$ cat src/rtl/core/nsc_pkg.sv
`timescale 1ns / 1ps
`default_nettype none

package nsc_pkg;

	localparam logic [7:0] CH_DOLLAR = 8'h24;
	localparam logic [7:0] CH_BANG   = 8'h21;
	localparam logic [7:0] CH_STAR   = 8'h2A;
	localparam logic [7:0] CH_COMMA  = 8'h2C;
	localparam logic [7:0] CH_SPACE  = 8'h20;
	localparam logic [7:0] CH_TAB    = 8'h09;
	localparam logic [7:0] CH_CR     = 8'h0D;
	localparam logic [7:0] CH_ZERO   = 8'h30;
	localparam logic [7:0] CH_NINE   = 8'h39;
	localparam logic [7:0] CH_UC_A   = 8'h41;
	localparam logic [7:0] CH_UC_F   = 8'h46;
	localparam logic [7:0] CH_LC_A   = 8'h61;
	localparam logic [7:0] CH_LC_F   = 8'h66;

	localparam int unsigned OUT_CHARS = 5;

	typedef enum logic [2:0] {
		ST_OK        = 3'd0,
		ST_EMPTY     = 3'd1,
		ST_NO_START  = 3'd2,
		ST_NO_STAR   = 3'd3,
		ST_SHORT_SUM = 3'd4,
		ST_BAD_HEX   = 3'd5,
		ST_MISMATCH  = 3'd6
	} status_t;

	typedef enum logic {
		PH_WAIT = 1'b0,
		PH_BODY = 1'b1
	} phase_t;

	typedef struct packed {
		status_t                      status;
		logic [OUT_CHARS-1:0][7:0]    addr_chars;
		logic [3:0]                   address_length;
		logic [7:0]                   field_count;
		logic [7:0]                   computed_checksum;
		logic [7:0]                   received_checksum;
	} result_t;

	function automatic logic is_blank(logic [7:0] c);
		return (c == CH_SPACE) || (c >= CH_TAB && c <= CH_CR);
	endfunction

	// msb flags a valid digit, low nibble is its value
	function automatic logic [4:0] hex_value(logic [7:0] c);
		logic [4:0] r;
		logic [7:0] d;
		r = '0;
		d = '0;
		if (c >= CH_ZERO && c <= CH_NINE) begin
			d = c - CH_ZERO;
			r = {1'b1, d[3:0]};
		end else if (c >= CH_UC_A && c <= CH_UC_F) begin
			d = c - CH_UC_A + 8'd10;
			r = {1'b1, d[3:0]};
		end else if (c >= CH_LC_A && c <= CH_LC_F) begin
			d = c - CH_LC_A + 8'd10;
			r = {1'b1, d[3:0]};
		end
		return r;
	endfunction

endpackage

`default_nettype wire

$ cat src/rtl/core/nsc_in_if.sv
`timescale 1ns / 1ps
`default_nettype none

interface nsc_in_if;
	logic       valid;
	logic       ready;
	logic [7:0] data_byte;
	logic       last_byte;

	modport source (output valid, output data_byte, output last_byte, input ready);
	modport sink (input valid, input data_byte, input last_byte, output ready);
endinterface

`default_nettype wire

$ cat src/rtl/core/nsc_out_if.sv
`timescale 1ns / 1ps
`default_nettype none

interface nsc_out_if;
	logic       valid;
	logic       ready;
	logic [2:0] status;
	logic [7:0] talker_first;
	logic [7:0] talker_second;
	logic [7:0] type_char_a;
	logic [7:0] type_char_b;
	logic [7:0] type_char_c;
	logic [3:0] address_length;
	logic [7:0] field_count;
	logic [7:0] computed_checksum;
	logic [7:0] received_checksum;

	modport source (
		output valid, output status, output talker_first, output talker_second,
		output type_char_a, output type_char_b, output type_char_c,
		output address_length, output field_count, output computed_checksum,
		output received_checksum, input ready
	);
	modport sink (
		input valid, input status, input talker_first, input talker_second,
		input type_char_a, input type_char_b, input type_char_c,
		input address_length, input field_count, input computed_checksum,
		input received_checksum, output ready
	);
endinterface

`default_nettype wire

$ cat src/rtl/core/nmea_sentence_checker_core.sv
`timescale 1ns / 1ps
`default_nettype none

// Checks NMEA 0183 sentences streamed one byte per request, last_byte set on the
// final byte. Bytes are taken at one per clock cycle, back to back; a byte passes
// an input register, updates the running XOR, comma and address trackers, and on
// the last byte the report is written to the output register as that byte leaves
// the input register. Input is held off only while a last byte waits in the
// input register and the previous report has not been taken. ADDRESS_CHARS sets
// how many leading address characters are stored; at most five are reported,
// the rest read as zero.
module nmea_sentence_checker_core import nsc_pkg::*; #(
	parameter int unsigned ADDRESS_CHARS = 5
) (
	input  wire logic clk,
	input  wire logic arst_n,
	nsc_in_if.sink    sentence,
	nsc_out_if.source report
);

	logic       valid_s1;
	logic [7:0] byte_s1;
	logic       last_s1;
	logic       out_valid_q;
	result_t    res_q;
	result_t    res;
	logic       out_free;
	logic       advance;

	assign out_free       = !out_valid_q || report.ready;
	assign advance        = valid_s1 && (!last_s1 || out_free);
	assign sentence.ready = !valid_s1 || !last_s1 || out_free;

	always_ff @(posedge clk or negedge arst_n) begin
		if (!arst_n) begin
			valid_s1 <= 1'b0;
		end else if (sentence.ready) begin
			valid_s1 <= sentence.valid;
		end
	end

	always_ff @(posedge clk) begin
		if (sentence.ready && sentence.valid) begin
			byte_s1 <= sentence.data_byte;
			last_s1 <= sentence.last_byte;
		end
	end

	nsc_tracker #(
		.ADDRESS_CHARS(ADDRESS_CHARS)
	) u_tracker (
		.clk      (clk),
		.arst_n   (arst_n),
		.step     (advance),
		.data_byte(byte_s1),
		.last_byte(last_s1),
		.result   (res)
	);

	always_ff @(posedge clk or negedge arst_n) begin
		if (!arst_n) begin
			out_valid_q <= 1'b0;
		end else if (advance && last_s1) begin
			out_valid_q <= 1'b1;
		end else if (report.ready) begin
			out_valid_q <= 1'b0;
		end
	end

	always_ff @(posedge clk) begin
		if (advance && last_s1)
			res_q <= res;
	end

	assign report.valid             = out_valid_q;
	assign report.status            = res_q.status;
	assign report.talker_first      = res_q.addr_chars[0];
	assign report.talker_second     = res_q.addr_chars[1];
	assign report.type_char_a       = res_q.addr_chars[2];
	assign report.type_char_b       = res_q.addr_chars[3];
	assign report.type_char_c       = res_q.addr_chars[4];
	assign report.address_length    = res_q.address_length;
	assign report.field_count       = res_q.field_count;
	assign report.computed_checksum = res_q.computed_checksum;
	assign report.received_checksum = res_q.received_checksum;

`ifndef NO_ASSERTIONS
	a_report_loaded: assert property (@(posedge clk) disable iff (!arst_n)
		advance && last_s1 |=> report.valid)
		else $error("report not raised after last byte");

	a_held_last: assert property (@(posedge clk) disable iff (!arst_n)
		valid_s1 && last_s1 && !out_free |=> valid_s1 && last_s1 && $stable(byte_s1))
		else $error("stalled last byte lost from input register");

	a_error_no_fields: assert property (@(posedge clk) disable iff (!arst_n)
		report.valid && report.status != ST_OK
		|-> report.address_length == 4'd0 && report.field_count == 8'd0)
		else $error("address fields reported with error status");

	a_early_error_no_sum: assert property (@(posedge clk) disable iff (!arst_n)
		report.valid && (report.status == ST_EMPTY || report.status == ST_NO_START
		|| report.status == ST_NO_STAR)
		|-> report.computed_checksum == 8'd0 && report.received_checksum == 8'd0)
		else $error("checksum reported before a star was seen");
`endif

endmodule

`default_nettype wire

$ cat src/rtl/core/nsc_tracker.sv
`timescale 1ns / 1ps
`default_nettype none

module nsc_tracker import nsc_pkg::*; #(
	parameter int unsigned ADDRESS_CHARS = 5
) (
	input  wire logic       clk,
	input  wire logic       arst_n,
	input  wire logic       step,
	input  wire logic [7:0] data_byte,
	input  wire logic       last_byte,
	output result_t         result
);

	phase_t     phase_q, phase_n;
	logic       start_ok_q, start_ok_n;
	logic [7:0] run_xor_q, run_xor_n;
	logic       star_seen_q, star_seen_n;
	logic [7:0] star_xor_q, star_xor_n;
	logic [7:0] comma_q, comma_n;
	logic [7:0] star_comma_q, star_comma_n;
	logic       nonempty_q, nonempty_n;
	logic       star_nonempty_q, star_nonempty_n;
	logic [3:0] addr_len_q, addr_len_n;
	logic [3:0] star_addr_len_q, star_addr_len_n;
	logic [1:0] after_cnt_q, after_cnt_n;
	logic [1:0] after_trim_q, after_trim_n;
	logic [7:0] hex_high_q, hex_high_n;
	logic [7:0] hex_low_q, hex_low_n;
	logic [7:0] addr_chars_q [ADDRESS_CHARS];
	logic       addr_wr;

	logic [4:0] hv, lv;
	logic [7:0] recv;
	status_t    st;
	logic       ok;
	logic [OUT_CHARS-1:0][7:0] chars_out;

	always_comb begin
		phase_n         = phase_q;
		start_ok_n      = start_ok_q;
		run_xor_n       = run_xor_q;
		star_seen_n     = star_seen_q;
		star_xor_n      = star_xor_q;
		comma_n         = comma_q;
		star_comma_n    = star_comma_q;
		nonempty_n      = nonempty_q;
		star_nonempty_n = star_nonempty_q;
		addr_len_n      = addr_len_q;
		star_addr_len_n = star_addr_len_q;
		after_cnt_n     = after_cnt_q;
		after_trim_n    = after_trim_q;
		hex_high_n      = hex_high_q;
		hex_low_n       = hex_low_q;
		addr_wr         = 1'b0;
		if (step) begin
			case (phase_q)
				PH_WAIT: begin
					if (!is_blank(data_byte)) begin
						phase_n    = PH_BODY;
						start_ok_n = (data_byte == CH_DOLLAR) || (data_byte == CH_BANG);
					end
				end
				PH_BODY: begin
					if (data_byte == CH_STAR) begin
						star_seen_n     = 1'b1;
						star_xor_n      = run_xor_q;
						star_comma_n    = comma_q;
						star_nonempty_n = nonempty_q;
						star_addr_len_n = addr_len_q;
						after_cnt_n     = '0;
						after_trim_n    = '0;
						hex_high_n      = '0;
						hex_low_n       = '0;
					end else if (star_seen_q) begin
						if (after_cnt_q == 2'd0)
							hex_high_n = data_byte;
						else if (after_cnt_q == 2'd1)
							hex_low_n = data_byte;
						if (after_cnt_q != 2'd3)
							after_cnt_n = after_cnt_q + 2'd1;
						if (!is_blank(data_byte))
							after_trim_n = after_cnt_n;
					end
					run_xor_n = run_xor_q ^ data_byte;
					if (comma_q != 8'd0) begin
						nonempty_n = 1'b1;
					end else if (data_byte != CH_COMMA) begin
						addr_wr = 1'b1;
						if (addr_len_q != 4'd15)
							addr_len_n = addr_len_q + 4'd1;
					end
					if (data_byte == CH_COMMA && comma_q != 8'd255)
						comma_n = comma_q + 8'd1;
				end
				default: begin
					phase_n = PH_WAIT;
				end
			endcase
		end
	end

	// the last byte returns every counter to its reset value
	always_ff @(posedge clk or negedge arst_n) begin
		if (!arst_n) begin
			phase_q         <= PH_WAIT;
			start_ok_q      <= 1'b0;
			run_xor_q       <= '0;
			star_seen_q     <= 1'b0;
			star_xor_q      <= '0;
			comma_q         <= '0;
			star_comma_q    <= '0;
			nonempty_q      <= 1'b0;
			star_nonempty_q <= 1'b0;
			addr_len_q      <= '0;
			star_addr_len_q <= '0;
			after_cnt_q     <= '0;
			after_trim_q    <= '0;
			hex_high_q      <= '0;
			hex_low_q       <= '0;
		end else if (step && last_byte) begin
			phase_q         <= PH_WAIT;
			start_ok_q      <= 1'b0;
			run_xor_q       <= '0;
			star_seen_q     <= 1'b0;
			star_xor_q      <= '0;
			comma_q         <= '0;
			star_comma_q    <= '0;
			nonempty_q      <= 1'b0;
			star_nonempty_q <= 1'b0;
			addr_len_q      <= '0;
			star_addr_len_q <= '0;
			after_cnt_q     <= '0;
			after_trim_q    <= '0;
			hex_high_q      <= '0;
			hex_low_q       <= '0;
		end else begin
			phase_q         <= phase_n;
			start_ok_q      <= start_ok_n;
			run_xor_q       <= run_xor_n;
			star_seen_q     <= star_seen_n;
			star_xor_q      <= star_xor_n;
			comma_q         <= comma_n;
			star_comma_q    <= star_comma_n;
			nonempty_q      <= nonempty_n;
			star_nonempty_q <= star_nonempty_n;
			addr_len_q      <= addr_len_n;
			star_addr_len_q <= star_addr_len_n;
			after_cnt_q     <= after_cnt_n;
			after_trim_q    <= after_trim_n;
			hex_high_q      <= hex_high_n;
			hex_low_q       <= hex_low_n;
		end
	end

	// entries below the snapshot length are always written in the current sentence
	always_ff @(posedge clk) begin
		for (int k = 0; k < ADDRESS_CHARS; k++) begin
			if (addr_wr && addr_len_q == 4'(k))
				addr_chars_q[k] <= data_byte;
		end
	end

	always_comb begin
		hv   = hex_value(hex_high_n);
		lv   = hex_value(hex_low_n);
		recv = {hv[3:0], lv[3:0]};
		if (phase_n == PH_WAIT)
			st = ST_EMPTY;
		else if (!start_ok_n)
			st = ST_NO_START;
		else if (!star_seen_n)
			st = ST_NO_STAR;
		else if (after_trim_n < 2'd2)
			st = ST_SHORT_SUM;
		else if (!(hv[4] && lv[4]))
			st = ST_BAD_HEX;
		else if (recv != star_xor_n)
			st = ST_MISMATCH;
		else
			st = ST_OK;
		ok = (st == ST_OK);

		result.status            = st;
		result.addr_chars        = chars_out;
		result.address_length    = ok ? star_addr_len_n : 4'd0;
		result.field_count       = (ok && star_nonempty_n) ? star_comma_n : 8'd0;
		result.computed_checksum = (ok || st == ST_SHORT_SUM || st == ST_BAD_HEX
			|| st == ST_MISMATCH) ? star_xor_n : 8'd0;
		result.received_checksum = (ok || st == ST_MISMATCH) ? recv : 8'd0;
	end

	for (genvar gi = 0; gi < OUT_CHARS; gi++) begin : g_chars
		if (gi < ADDRESS_CHARS) begin : g_kept
			assign chars_out[gi] = (ok && star_addr_len_n > 4'(gi))
				? addr_chars_q[gi] : 8'd0;
		end else begin : g_absent
			assign chars_out[gi] = 8'd0;
		end
	end

endmodule

`default_nettype wire

$ cat src/flat_wrapper.sv
// flat-port wrapper written by rule: the top's interface ports become plain ports
module nmea_sentence_checker_core_flat import nsc_pkg::*;
#(
	parameter int unsigned ADDRESS_CHARS = 5
)
  (clk, arst_n, sentence_valid, sentence_data_byte, sentence_last_byte, sentence_ready, report_valid, report_status, report_talker_first, report_talker_second, report_type_char_a, report_type_char_b, report_type_char_c, report_address_length, report_field_count, report_computed_checksum, report_received_checksum, report_ready);
  nsc_in_if sentence_i ();
  nsc_out_if report_i ();
  input  wire logic clk;
  input  wire logic arst_n;
  input wire logic [$bits(sentence_i.valid)-1:0] sentence_valid;
  input wire logic [$bits(sentence_i.data_byte)-1:0] sentence_data_byte;
  input wire logic [$bits(sentence_i.last_byte)-1:0] sentence_last_byte;
  output wire logic [$bits(sentence_i.ready)-1:0] sentence_ready;
  output wire logic [$bits(report_i.valid)-1:0] report_valid;
  output wire logic [$bits(report_i.status)-1:0] report_status;
  output wire logic [$bits(report_i.talker_first)-1:0] report_talker_first;
  output wire logic [$bits(report_i.talker_second)-1:0] report_talker_second;
  output wire logic [$bits(report_i.type_char_a)-1:0] report_type_char_a;
  output wire logic [$bits(report_i.type_char_b)-1:0] report_type_char_b;
  output wire logic [$bits(report_i.type_char_c)-1:0] report_type_char_c;
  output wire logic [$bits(report_i.address_length)-1:0] report_address_length;
  output wire logic [$bits(report_i.field_count)-1:0] report_field_count;
  output wire logic [$bits(report_i.computed_checksum)-1:0] report_computed_checksum;
  output wire logic [$bits(report_i.received_checksum)-1:0] report_received_checksum;
  input wire logic [$bits(report_i.ready)-1:0] report_ready;
  assign sentence_i.valid = sentence_valid;
  assign sentence_i.data_byte = sentence_data_byte;
  assign sentence_i.last_byte = sentence_last_byte;
  assign sentence_ready = sentence_i.ready;
  assign report_valid = report_i.valid;
  assign report_status = report_i.status;
  assign report_talker_first = report_i.talker_first;
  assign report_talker_second = report_i.talker_second;
  assign report_type_char_a = report_i.type_char_a;
  assign report_type_char_b = report_i.type_char_b;
  assign report_type_char_c = report_i.type_char_c;
  assign report_address_length = report_i.address_length;
  assign report_field_count = report_i.field_count;
  assign report_computed_checksum = report_i.computed_checksum;
  assign report_received_checksum = report_i.received_checksum;
  assign report_i.ready = report_ready;
  nmea_sentence_checker_core #(.ADDRESS_CHARS(ADDRESS_CHARS)) u_core (.clk(clk), .arst_n(arst_n), .sentence(sentence_i), .report(report_i));
endmodule
$ cat config.mk
export PLATFORM = sky130hd
export DESIGN_NAME = nmea_sentence_checker_core_flat
export DESIGN_NICKNAME = d
export VERILOG_FILES = /design/src/rtl/core/nsc_pkg.sv /design/src/rtl/core/nsc_in_if.sv /design/src/rtl/core/nsc_out_if.sv /design/src/rtl/core/nmea_sentence_checker_core.sv /design/src/rtl/core/nsc_tracker.sv /design/src/flat_wrapper.sv
export SDC_FILE = /design/constraint.sdc
export NUM_CORES = 1
export LEC_CHECK = 0
export BUFFER_PORTS_ARGS = -buffer_cell sky130_fd_sc_hd__buf_2
export CAP_MARGIN = 30
export CORE_MARGIN = 2
export CORE_UTILIZATION = 45
export CTS_BUF_LIST = sky130_fd_sc_hd__clkbuf_4
export CTS_CLUSTER_DIAMETER = 150
export DETAILED_ROUTE_END_ITERATION = 8
export PLACE_DENSITY = 0.68
export SLEW_MARGIN = 20
export SYNTH_ARGS = -nofsm -noshare
export SYNTH_HDL_FRONTEND = slang
export SYNTH_HIERARCHICAL = 1
export SYNTH_SLANG_ARGS = --single-unit
export TNS_END_PERCENT = 30
$ cat constraint.sdc
create_clock -name clk -period 4.3 [get_ports clk]
set_input_delay 0 -clock clk [delete_from_list [all_inputs] [get_ports clk]]
set_output_delay 0 -clock clk [all_outputs]
set_load 0.02 [all_outputs]
==> results of run 1 <==
==> Yosys cell counts, drive strengths merged, types with 4 or more instances <==
cell      n
o211a    17
mux2i    20
ha       12
o21bai    5
xor2     14
inv      11
buf      22
or2       5
nor2b     6
and3b     8
xnor2     7
clkbuf   17
a31oi     4
nor4b     5
nand2    67
nand3    31
a22o      4
a21boi   11
nor3     10
or3       5
a211oi    6
nand4     5
a21oi    35
nor2     75
edfxtp  120
nor4      7
dfrtp    66
o21ai    16
and3     22
and2     18
==> power breakdown <==
| group | internal, uW | leakage (uW) | switching, uW |
|---|---|---|---|
| Combinational | 111 | 0.00213 | 225 |
| Sequential | 2020 | 0.00202 | 63.7 |
| Clock | 425 | 0.000164 | 620 |
==> cells by family (layout without fill, tap and decap cells) <==
group	after synthesis	in the layout	synth area share [%]
AND/OR/NAND/NOR	278	278	17.32
flip-flops	186	186	62.60
AO/OA/AOI/OAI	116	116	10.49
buffers and inverters	50	180	3.175
XOR/XNOR	21	21	2.191
multiplexers	20	20	2.430
adder cells (fa/ha/maj)	12	12	1.789
other	0	1	0
==> how the worst min path moves through the flow <==
| stage | to | slack (ns) | cells past startpoint | startpoint |
|---|---|---|---|---|
| after floorplan | u_core/report.valid | -0.30 | 0 | arst_n |
| after global routing | u_core/byte_s1[3] | 0.09 | 2 | sentence_data_byte[3] |
| final | u_core/byte_s1[2] | 0.12 | 2 | sentence_data_byte[2] |
| after detailed placement | u_core/u_tracker/run_xor_q[1] | 0.09 | 1 | arst_n |
| after CTS | u_core/byte_s1[2] | 0.09 | 2 | sentence_data_byte[2] |
| after global placement | u_core/u_tracker/star_xor_q[0] | 0.08 | 1 | arst_n |
==> worst max-delay path: stages (launching register included) <==
cell and delay [ns]:
dfrtp_2 0.38, nor2b_4 0.20, a21boi_2 0.08, buf_4 0.17, and2_1 0.16, and3_2 0.24, or2_4 0.29, inv_1 0.09
ha_2 0.21, o21bai_1 0.08, a21oi_1 0.15, mux2i_1 0.10, o21ba_2 0.35, a21boi_0 0.18, o21ai_0 0.31, nand3_2 0.19
a211oi_4 0.32, buf_6 0.19, clkbuf_16 0.16, and3_4 0.18
==> routing by layer <==
| metal | GRT usage, % | up-vias | wire (um) |
|---|---|---|---|
| met2 | 33.28 | 216 | 9521 |
| met1 | 25.14 | 2843 | 8209 |
| met5 | 0 | - | 0 |
| li1 | - | 2719 | - |
| met4 | 8.263 | 0 | 519 |
| met3 | 3.601 | 42 | 1205 |
==> area by class of cell <==
class                   count  area (um^2)  area share, %
well taps                 229        286.5          2.902
clock buffers              18        135.1          1.368
multi-input cells         447         3008          30.46
flip-flops and latches    186         5256          53.23
diodes                      1        2.502        0.02534
clock inverters            14        185.2          1.875
repair buffers            137        957.2          9.693
inverters                  11        43.79         0.4435
==> stage by stage <==
stage	instances	worst slack, ns	setup TNS, ns	hold slack [ns]	total power, uW
6_report	1043	0.1715	0	0.1176	3468
5_1_grt	1043	-0.08675	-2.664	0.08592	3600
4_1_cts	1032	0.03051	0	0.08875	3479
3_5_place_dp	982	-0.04494	-0.9202	0.09271	2441
3_3_place_gp	982	0.1089	0	0.08364	2430
2_1_floorplan	683	0.02050	0	-0.2956	2319
==> what timing repair did <==
| action | in CTS | in global routing |
|---|---|---|
| cloned | 1 | 4 |
| hold endpoints to repair | 39 | 0 |
| buffers inserted | 2 | 6 |
| hold buffers | 15 | 0 |
| gates resized for setup | 3 | 29 |
| setup endpoints to repair | 52 | 52 |
| pin swaps | 4 | 13 |
==> reports/summary.txt, run 1 <==
======================================================================================================
Sequential fraction of the synthesis area ...............................................       62.60%
Number of register bits inferred by synthesis ...........................................          186
Core region area ........................................................................   18150 um^2
Initial antenna violation count .........................................................            1
Final Wtd Congestion ....................................................................       0.9428
Reg-to-reg startpoint ................................................................... u_core/report.valid
Nets in the synthesized netlist .........................................................          708
Most used flip-flop cell after synthesis ................................................     edfxtp_1
Placement Cell Area .....................................................................    9096 um^2
Crit start category .....................................................................         flop
Critical path endpoint .................................................................. u_core/report.type_char_b[0]
Total die area ..........................................................................   19760 um^2
Detailed-routing iteration count for the pre-antenna-repair pass ........................            6
Pin slew with the least headroom to its limit ...........................................    0.9541 ns
Post-Route WL ...........................................................................     19460 um
Fin area ................................................................................    9874 um^2
MaxCap Viol Count .......................................................................            0
CTS Buffer Depth ........................................................................            2
Syn Area/Cell ...........................................................................   12.29 um^2
Final period demand of the worst path ...................................................     4.128 ns
Post-synthesis cell type with the largest combined area .................................     edfxtp_1
Combined area of all synthesized cells ..................................................    8394 um^2
Static leakage ..........................................................................  0.004312 uW
Worst-case reg-to-reg path depth ........................................................           19
Row count ...............................................................................           49
Aggregate global routing overflow .......................................................            0
Final-report max-slew violation count ...................................................            0
DRC violations left .....................................................................            0
Layout cell share with drive strength beyond 1 ..........................................       25.58%
Register containing the most flip-flops in the final layout ............................. u_core/u_tracker/addr_chars_q
Max-slew headroom .......................................................................       36.39%
Synthesis-to-layout area growth .........................................................       17.63%
Maximum ir drop on the vdd rail .........................................................    0.1984 mV
Violation count after the first detailed-routing iteration ..............................          452
Mean number of vias per cell ............................................................        5.580
Number of vias in the routed layout .....................................................         5820
FFs w/ async S/R, synth .................................................................       35.48%
Worst Hold Class ........................................................................       in2reg
Ranking of synthesized cells by area .................................................... edfxtp_1 (43%), dfrtp_1 (20%), nor2_1 (3.4%)
Wire length of the first global-routing pass ............................................     30260 um
Slack of the worst reg-to-reg path ......................................................      0.17 ns
Fill cell instance count of the final layout ............................................         1527
Pwr/cell area ........................................................................... 351.2 nW/um^2
Count of mapped cells out of synthesis ..................................................          683
Area share of the leading cell type in the synthesized netlist ..........................       42.93%
DP Wirelength ...........................................................................     12230 um
Chip Width ..............................................................................     140.6 um
Clock Tree Root .........................................................................     clkbuf_4
Highest-count cells in the layout ignoring fill and taps ................................ edfxtp_1 (120), buf_2 (85), nor2_1 (74)
Final hold violation count ..............................................................            0
Endpoint type of the worst setup path ...................................................         flop
Final Core Density ......................................................................       54.41%
CTS buffer count ........................................................................           17
Sink count of the clock tree ............................................................          186
Max FFs per register ....................................................................           40
Vias in the first global route ..........................................................         5822
Peak fanout along the critical path .....................................................            9
Skew-Pair Late Insertion Delay ..........................................................      0.59 ns
Critical path launch point .............................................................. u_core/report.valid
Number of enable flip-flop cells after synthesis ........................................          120
TritonCTS clock tree ....................................................................          yes
Worst Skew ..............................................................................   0.02817 ns
Max Fclk ................................................................................    242.2 MHz
Final nets ..............................................................................          825
# IOs ...................................................................................           86
Yosys warning count .....................................................................            6
Final period utilization ................................................................       96.01%
Count of nets left with antenna violations after detail routing .........................            0
Type of the worst setup path ............................................................      reg2reg
Gr usage total ..........................................................................       19.67%
Chip Height .............................................................................     140.6 um
Required @ worst endpoint ...............................................................      4.78 ns
Run status .............................................................................. finished, final reports clean
Most common cell after layout, fill and taps aside ......................................     edfxtp_1
Number of H-tree levels .................................................................            4
Initial core utilization ................................................................       46.26%
Largest net degree at the start of global routing .......................................           72
Post-synth cell types ...................................................................           71
Endpoints failing setup .................................................................            0
Endpoint of the worst-slack reg-to-reg timing path ...................................... u_core/report.type_char_b[0]
Buffers on Ports ........................................................................           85
Average detailed-routed wire length per instance ........................................     18.65 um
Clock transition at the register clock pins on the worst setup and hold paths after CTS .      0.16 ns
Worst Path Arrival ......................................................................      4.60 ns
======================================================================================================
Power figures use the tool's default switching activity.
==> run 2, diff against run 1 <==
MAX_ROUTING_LAYER = met4   (was unset)
==> reports/summary.txt, run 2 (synthesis gave the netlist of run 1 again) <==
======================================================================================================
Number of H-tree levels .................................................................            4   unchanged
Wire length of the first global-routing pass ............................................     30220 um   -0.14%
Crit start category .....................................................................         flop
Worst Hold Class ........................................................................       in2reg
Chip Width ..............................................................................     140.6 um   unchanged
Post-Route WL ...........................................................................     19000 um   -2.3%
Mean number of vias per cell ............................................................        5.633   +0.95%
Final WS setup ..........................................................................    0.2037 ns   +0.03213 ns
List of cells traversed by the critical path ............................................ nor2b_4 > a21boi_2 > and3_4 > nand2_4 > mux2i_1 > or2_4 > ha_1 > nor3b_1 > a32oi_1 > nand2_1 > a221oi_4 > a22o_1 > xor2_1 > a31oi_2 > a211oi_4 > buf_4 > buf_12 > and3_1
Skew-Pair Late Insertion Delay ..........................................................      0.59 ns   about the same
# IOs ...................................................................................           86   unchanged
MaxCap Viol Count .......................................................................            0   unchanged
DP Wirelength ...........................................................................     12290 um   +0.56%
Type of the worst setup path ............................................................      reg2reg
Synthesis-to-layout area growth .........................................................       15.04%
Peak fanout along the critical path .....................................................           26   +17
Top delay family on crit path ........................................................... compound AO/OA/AOI/OAI gates
Vias in the first global route ..........................................................         5762   -1.0%
Library cell contributing the largest single delay on the critical path .................     a221oi_4
Buffering stage count on the worst path with inverters included .........................            2   -2
Register containing the most flip-flops in the final layout ............................. u_core/u_tracker/addr_chars_q
CTS buffer count ........................................................................           17   unchanged
Buffers on Ports ........................................................................           85   unchanged
Max-slew headroom .......................................................................       37.48%   +1.1 points
Count of non-filler cells in the finished layout ........................................         1041   -0.19%
CTS Buffer Depth ........................................................................            2   unchanged
Highest-count cells in the layout ignoring fill and taps ................................ edfxtp_1 (120), buf_2 (85), nor2_1 (74)
Placement Cell Area .....................................................................    9096 um^2   unchanged
Max FFs per register ....................................................................           40   unchanged
Endpoints failing setup .................................................................            0   unchanged
Endpoint type of the worst setup path ...................................................         flop
Layout cell share with drive strength beyond 1 ..........................................       24.17%   -1.4 points
Largest incremental delay on the critical path ..........................................      0.44 ns   +0.06 ns
Final Wtd Congestion ....................................................................       0.9249   -1.9%
Most common cell after layout, fill and taps aside ......................................     edfxtp_1
Fin area ................................................................................    9657 um^2   -2.2%
Sink count of the clock tree ............................................................          186   unchanged
Required @ worst endpoint ...............................................................      4.76 ns   -0.02 ns
Final nets ..............................................................................          823   -0.24%
Worst Path Arrival ......................................................................      4.56 ns   -0.04 ns
Static leakage ..........................................................................  0.004249 uW   -1.5%
DRC violations left .....................................................................            0   unchanged
Count of nets left with antenna violations after detail routing .........................            0   unchanged
Maximum ir drop on the vdd rail .........................................................    0.1616 mV   -19%
Violation count after the first detailed-routing iteration ..............................          529   +17%
Run status .............................................................................. finished, final reports clean
Fill cell instance count of the final layout ............................................         1538   +0.72%
Initial core utilization ................................................................       46.26%   unchanged
Core region area ........................................................................   18150 um^2   unchanged
Final hold violation count ..............................................................            0   unchanged
Number of vias in the routed layout .....................................................         5864   +0.76%
TritonCTS clock tree ....................................................................          yes
Detailed-routing iteration count for the pre-antenna-repair pass ........................            5   -1
Largest net degree at the start of global routing .......................................           72   unchanged
Clock transition at the register clock pins on the worst setup and hold paths after CTS .      0.15 ns   about the same
Chip Height .............................................................................     140.6 um   unchanged
Aggregate global routing overflow .......................................................            0   unchanged
Final period demand of the worst path ...................................................     4.096 ns   -0.03213 ns
Pre-CTS worst setup slack ...............................................................   -0.1021 ns   -0.05713 ns
Pin slew with the least headroom to its limit ...........................................    0.9378 ns   -0.01633 ns
Max Fclk ................................................................................    244.1 MHz   +0.78%
Total die area ..........................................................................   19760 um^2   unchanged
Row count ...............................................................................           49   unchanged
Final-report max-slew violation count ...................................................            0   unchanged
Clock Tree Root .........................................................................     clkbuf_4
Post-placement cell count ...............................................................          982   unchanged
Worst Skew ..............................................................................   0.02295 ns   -0.005216 ns
Initial antenna violation count .........................................................            1   unchanged
Average detailed-routed wire length per instance ........................................     18.25 um   -2.1%
Pwr/cell area ........................................................................... 338.5 nW/um^2   -3.6%
Gr usage total ..........................................................................       20.19%   +0.53 points
Final period utilization ................................................................       95.26%   -0.75 points
Unrepaired setup endpoints after global routing .........................................        false
======================================================================================================
==> run 2: changes by cell type in the layout (fill, tap and decap cells not counted), sizes merged <==
cell         previous run  this run
dlygate4sd3            15        14
clkbuf                 21        20
inv                    17        14
buf                   119       120
bufinv                  3         0
clkinvlp                3         4
clkinv                  2         6
==> run 2: worst register-to-register path, stage by stage (launching register included) <==
cell and delay, ns:
dfrtp_2 0.42, nor2b_4 0.13, a21boi_2 0.15, and3_4 0.24
nand2_4 0.07, mux2i_1 0.16, or2_4 0.28, ha_1 0.25
nor3b_1 0.16, a32oi_1 0.20, nand2_1 0.13, a221oi_4 0.44
a22o_1 0.23, xor2_1 0.17, a31oi_2 0.16, a211oi_4 0.26
buf_4 0.16, buf_12 0.15, and3_1 0.21
==> run 2: layout make-up <==
class	instances	area, um^2	area share, %
Clock buffer	19	142.6	1.477
Timing Repair Buffer	135	893.4	9.251
Tap cell	229	286.5	2.967
Antenna cell	1	2.502	0.02591
Inverter	11	41.29	0.4276
Clock inverter	13	97.59	1.011
Sequential cell	186	5256	54.43
Multi-Input combinational cell	447	2937	30.41
==> run 2: metrics by stage <==
step           setup TNS (ns)  util [%]  hold WS (ns)  total power, uW
2_1_floorplan               0         -       -0.2956             2319
3_3_place_gp         -0.09298     50.12        0.1785             2430
3_5_place_dp           -2.305     50.12        0.1783             2441
4_1_cts                     0     52.21       0.08255             3277
5_1_grt                     0     53.21       0.06770             3408
6_report                    0     53.21        0.1035             3269
==> run 2: path summary, 6_finish.rpt <==
check	start	to	slack [ns]	cells after the start
max reg2reg	u_core/report.valid	u_core/report.talker_second[3]	0.20	18
max	u_core/report.valid	u_core/report.talker_second[3]	0.20	18
min reg2reg	u_core/u_tracker/star_comma_q[3]	u_core/u_tracker/star_comma_q[3]	0.54	2
min	sentence_last_byte	u_core/last_s1	0.10	2
max in group asynchronous	arst_n	u_core/report.valid	3.31	5
min in group asynchronous	arst_n	u_core/u_tracker/star_xor_q[1]	0.43	4
==> run 2: routing by layer <==
layer  wire length, um  vias up  share of wire [%]  track usage (%)
li1                  -     2711                  -                -
met1              8199     2888                 43            25.37
met2              9335      223                 49            33.20
met3              1085       42                5.7            4.008
met4               382        0                2.0            6.737
met5                 0        -                  0                -
==> run 2: where the power goes <==
group          internal, uW  leakage (uW)  total [uW]  switching (uW)
sequential             2020       0.00202        2090            62.1
clock                   246      0.000124         850             604
combinational           110       0.00210         334             224
total                  2380       0.00425        3270             889
==> run 2: repair_timing <==
| action | in CTS | in global routing |
|---|---|---|
| setup buffers | 0 | 9 |
| endpoints found under the setup margin | 52 | 53 |
| pin swaps | 0 | 12 |
| hold buffers | 13 | 1 |
| gates cloned | 0 | 2 |
| hold endpoints to repair | 78 | 13 |
| gates resized for setup | 2 | 14 |
